==> src/design/lzd_pkg.sv <==
// Shared constants and controller/datapath interface types for the LZSS decompressor.
`default_nettype none

package lzd_pkg;

    localparam int WindowSize  = 4096;
    localparam int WinAddrBits = $clog2(WindowSize);
    localparam int CountBits   = 24;
    localparam int LenBits     = 5;
    localparam int MinMatch    = 3;

    localparam logic [WinAddrBits-1:0] StartPos = WinAddrBits'(12'hFEE);
    localparam logic [3:0]             FlagIdle = 4'd8;

    // result tdata: out_byte, run_last, bytes_out, zero pad to whole bytes
    localparam int OutUsedBits = 8 + 1 + CountBits;
    localparam int OutDataBits = ((OutUsedBits + 7) / 8) * 8;
    localparam int OutPadBits  = OutDataBits - OutUsedBits;

    typedef struct packed {
        logic take_in;
        logic load_flags;
        logic flag_step;
        logic set_halt;
        logic store_low;
        logic match_start;
        logic mread;
        logic lit_emit;
        logic mout;
        logic end_word;
        logic clear;
    } lzd_cmd_t;

    typedef struct packed {
        logic halted;
        logic need_flag;
        logic flag_bit;
        logic pending;
        logic last;
        logic lim_ok;
        logic cnt_zero;
        logic cnt_one;
        logic out_free;
    } lzd_sts_t;

endpackage

`default_nettype wire

==> src/design/lzd_ctrl.sv <==
// Sequencing state machine of the LZSS decompressor.
`default_nettype none

module lzd_ctrl
    import lzd_pkg::*;
(
    input  wire logic     aclk,
    input  wire logic     aresetn,
    input  wire logic     s_tvalid,
    output logic          s_tready,
    input  wire lzd_sts_t sts,
    output lzd_cmd_t      cmd
);

    typedef enum logic [2:0] {
        S_IDLE,
        S_DECODE,
        S_LIT,
        S_MREAD,
        S_MOUT,
        S_END
    } state_t;

    state_t state_reg, state_next;
    state_t fin_state;

    always_ff @(posedge aclk) begin
        if (!aresetn) begin
            state_reg <= S_IDLE;
        end else begin
            state_reg <= state_next;
        end
    end

    // an input that ends the stream closes with a word of its own when nothing else is due
    assign fin_state = sts.last ? S_END : S_IDLE;

    always_comb begin
        cmd        = '0;
        s_tready   = 1'b0;
        state_next = state_reg;
        case (state_reg)
            S_IDLE: begin
                s_tready = 1'b1;
                if (s_tvalid) begin
                    cmd.take_in = 1'b1;
                    state_next  = S_DECODE;
                end
            end
            S_DECODE: begin
                if (sts.halted) begin
                    state_next = fin_state;
                end else if (sts.need_flag) begin
                    cmd.load_flags = 1'b1;
                    state_next     = fin_state;
                end else if (sts.flag_bit) begin
                    cmd.flag_step = 1'b1;
                    if (sts.lim_ok) begin
                        state_next = S_LIT;
                    end else begin
                        cmd.set_halt = 1'b1;
                        state_next   = fin_state;
                    end
                end else if (!sts.pending) begin
                    cmd.store_low = 1'b1;
                    state_next    = fin_state;
                end else begin
                    cmd.match_start = 1'b1;
                    state_next      = sts.cnt_zero ? fin_state : S_MREAD;
                end
            end
            S_LIT: begin
                if (sts.out_free) begin
                    cmd.lit_emit = 1'b1;
                    cmd.clear    = sts.last;
                    state_next   = S_IDLE;
                end
            end
            S_MREAD: begin
                cmd.mread  = 1'b1;
                state_next = S_MOUT;
            end
            S_MOUT: begin
                if (sts.out_free) begin
                    cmd.mout = 1'b1;
                    if (sts.cnt_one) begin
                        cmd.clear  = sts.last;
                        state_next = S_IDLE;
                    end else begin
                        state_next = S_MREAD;
                    end
                end
            end
            S_END: begin
                if (sts.out_free) begin
                    cmd.end_word = 1'b1;
                    cmd.clear    = 1'b1;
                    state_next   = S_IDLE;
                end
            end
            default: begin
                state_next = S_IDLE;
            end
        endcase
    end

endmodule

`default_nettype wire

==> config.mk <==
export PLATFORM = sky130hd
export DESIGN_NAME = lzd_ctrl
export DESIGN_NICKNAME = d
export VERILOG_FILES = /design/src/design/lzd_pkg.sv /design/src/design/lzd_ctrl.sv
export SDC_FILE = /design/constraint.sdc
export NUM_CORES = 1
export LEC_CHECK = 0
export BUFFER_PORTS_ARGS = -buffer_cell sky130_fd_sc_hd__buf_4
export CAP_MARGIN = 0
export CORE_AREA = 3 3 40 42
export DETAILED_ROUTE_END_ITERATION = 12
export DIE_AREA = 0 0 43 45
export GPL_TIMING_DRIVEN = 0
export MAX_ROUTING_LAYER = met4
export REMOVE_ABC_BUFFERS = 1
export SYNTH_ARGS = -nofsm -noshare
export SYNTH_HDL_FRONTEND = slang
export SYNTH_SLANG_ARGS = --single-unit
==> constraint.sdc <==
create_clock -name aclk -period 1.4 [get_ports aclk]
set_input_delay 0.07 -clock aclk [delete_from_list [all_inputs] [get_ports aclk]]
set_output_delay 0.07 -clock aclk [all_outputs]
set_load 0.01 [all_outputs]
==> flow_metrics.tcl <==
set metrics [dict create \
    portBuffers 23 \
    endpoint_kind "primary output" \
    setup_viol 4 \
    dpl-instance-area_um2 538 \
    crit_buf_inv 1 \
    startpoint_type "flop" \
    drive_above_1_share_pct 54.1 \
    critPathRequiredTime_ps 1330 \
    dieArea_mm2 0.00194 \
    largest_reg_flops 3 \
    status "finished with violations" \
    tritoncts "built" \
    fmax_mhz 655 \
    final_util_pct 52.4 \
    grt_pass1_wl_um 1930 \
    clk_pin_slew_worst_paths_ps 40 \
    synth_edf_count 0 \
    antenna_found_initial 0 \
    wl_met2_um 555 \
    yosys.area.top_type "dfxtp_1" \
    syn-cell-area_um2 359 \
    ys_seq_area_share_pct 16.7 \
    syn_avg_cell_area_um2 6.91 \
    fin_ws_ps -126 \
    fp.dieH_um 45 \
    ios 24 \
    ys_ff_latch 3 \
    fp.coreArea_mm2 0.00128 \
    start_util_pct 27.9 \
    drtPass1Iterations 4 \
    nets 98 \
    cts.sinks 3 \
    dpl.hpwl_um 792 \
    grt_use_total_pct 13.4 \
    die_w_um 43 \
    hold_class "input pin to flop" \
    grt-ovfl-total 0 \
    clk_latency_ps 240 \
    netlist-cell-type-count 26 \
    rsz0062_at_grt "yes" \
    synthArstFlopShare_pct 0 \
    vias 504 \
    yosysTopAreaCellShare_pct 16.7 \
    tightestPinTransition_ps 309 \
    cp_max_fo 5 \
    final_area_um2 673 \
    drt_iter0_markers 11 \
    synthFlopType "dfxtp_1" \
    yosys_warnings 0 \
    met3_length_um 112 \
    place.gp.congestion 0.758 \
    maxCapViolCount 0 \
    dp.cells 88 \
    cts_root_buffer "clkbuf_4" \
    ant_nets 0 \
    arrival_ps 1460 \
    violations "setup timing" \
    max_stage_delay_ps 410 \
    clock_skew_ps 7.76 \
    wl_per_cell_um 11.8 \
    post-place-ws_ps -40.1 \
    layout_min_cycle_time_ps 1530 \
    ctsLongestPathBuffers 2 \
    drv_slew 0 \
    path_cells "or3b_4 > nand2b_4 > nor3b_2 > buf_4" \
    final_common_cell "buf_4" \
    syn_inst 52 \
    wl_met1_um 497 \
    crit_slowest_cell "or3b_4" \
    grt_max_degree 9 \
    wl_um 1180 \
    slew_headroom_pct 79.2 \
    highest_layer "met4" \
    drc 0 \
    leakage_nw 0.304 \
    rows 13 \
    layout_worst_path_cycle_share_pct 109 \
    cts.htree.levels 1 \
    pwr_density_cell_mw_per_mm2 1050 \
    antenna_cells 0 \
    crit_type "flop to primary output" \
    syn_to_final_growth_pct 87.5 \
    holdWs_ps 83.1 \
    numCtsBuffers 3 \
    routed_via_density 5.04 \
    final_cell_mix "30 x buf_4, 5 x nor2_1, 4 x inv_1, 4 x nand2_1, 4 x a21oi_1" \
    final_hold_viol_count 0 \
    grt_pass1_vias 491 \
    synthTopCellsByArea "dfxtp_1 17%, nor3b_1 10%, nor3_1 7.0%, a21oi_1 5.6%, and2_1 5.2%" \
    irDropWorstVdd_v 0.000557 \
    critical_path.top_delay_family "simple AND/OR/NAND/NOR gates" \
    layout.cells.non_filler 100 \
]
## metrics by stage
stage | power (mW) | setup TNS, ps
3_5_place_dp | 0.434 | -44.2
6_report | 0.709 | -365
4_1_cts | 0.671 | -385
5_1_grt | 0.765 | -666
2_1_floorplan | 0.307 | 0
3_3_place_gp | 0.430 | -17.5
## power breakdown
part	leakage [nW]	total, mW	internal (mW)	switching [mW]
Sequential	0.0267	0.129	0.114	0.0152
Combinational	0.263	0.420	0.228	0.191
Clock	0.0150	0.160	0.107	0.0529
Total	0.304	0.709	0.450	0.259
## cell usage after synthesis (2+ instances only)
master,number
nor3b_1,5
and2_1,3
nor3_1,5
o21ai_0,2
nor2_1,5
inv_1,4
dfxtp_1,3
a21oi_1,4
nand2_1,4
## worst reg2reg max path, delay by kind of cell (launching register included)
kind / cells / cell delay (ps)
buf+inv: 3 / 330
simple gates: 1 / 200
compound gates: 2 / 430
flops: 1 / 330
## cell families (layout without fill, tap and decap cells)
kind of cell | count (synthesis) | in the layout | synth area share [%]
mux | 1 | 1 | 2.79
buf+inv | 6 | 39 | 7.66
compound gates | 14 | 14 | 27.9
simple gates | 28 | 28 | 44.9
flops | 3 | 3 | 16.7
## area by class of cell
cell class / count / area [um2]
fill: 132 / 612
multi-input combinational: 43 / 305
timing repair buffer: 31 / 236
sequential: 3 / 71.3
clock buffer: 4 / 26.3
tap: 15 / 18.8
inverter: 4 / 15.0
## layer usage
metal | global-route usage [%] | vias up
met5 | - | -
met4 | 9.04 | 0
met3 | 1.99 | 3
met2 | 22.5 | 23
met1 | 14.9 | 222
li1 | - | 256
## repair_timing
item	in CTS	in global routing
pin swaps	0	2
setup endpoints to repair	8	9
gates resized for setup	9	5
setup buffers	7	1
hold buffers	0	0
cloned	0	0
## path summary, 6_finish.rpt
check          startpoint           end  slack (ps)  cells after the start
max reg2reg  state_reg[0]  state_reg[1]          50                      6
min               aresetn  state_reg[0]          80                      2
max          state_reg[1]        cmd[5]        -130                      4
min reg2reg  state_reg[1]  state_reg[1]         680                      2
Power figures use the tool's default switching activity.
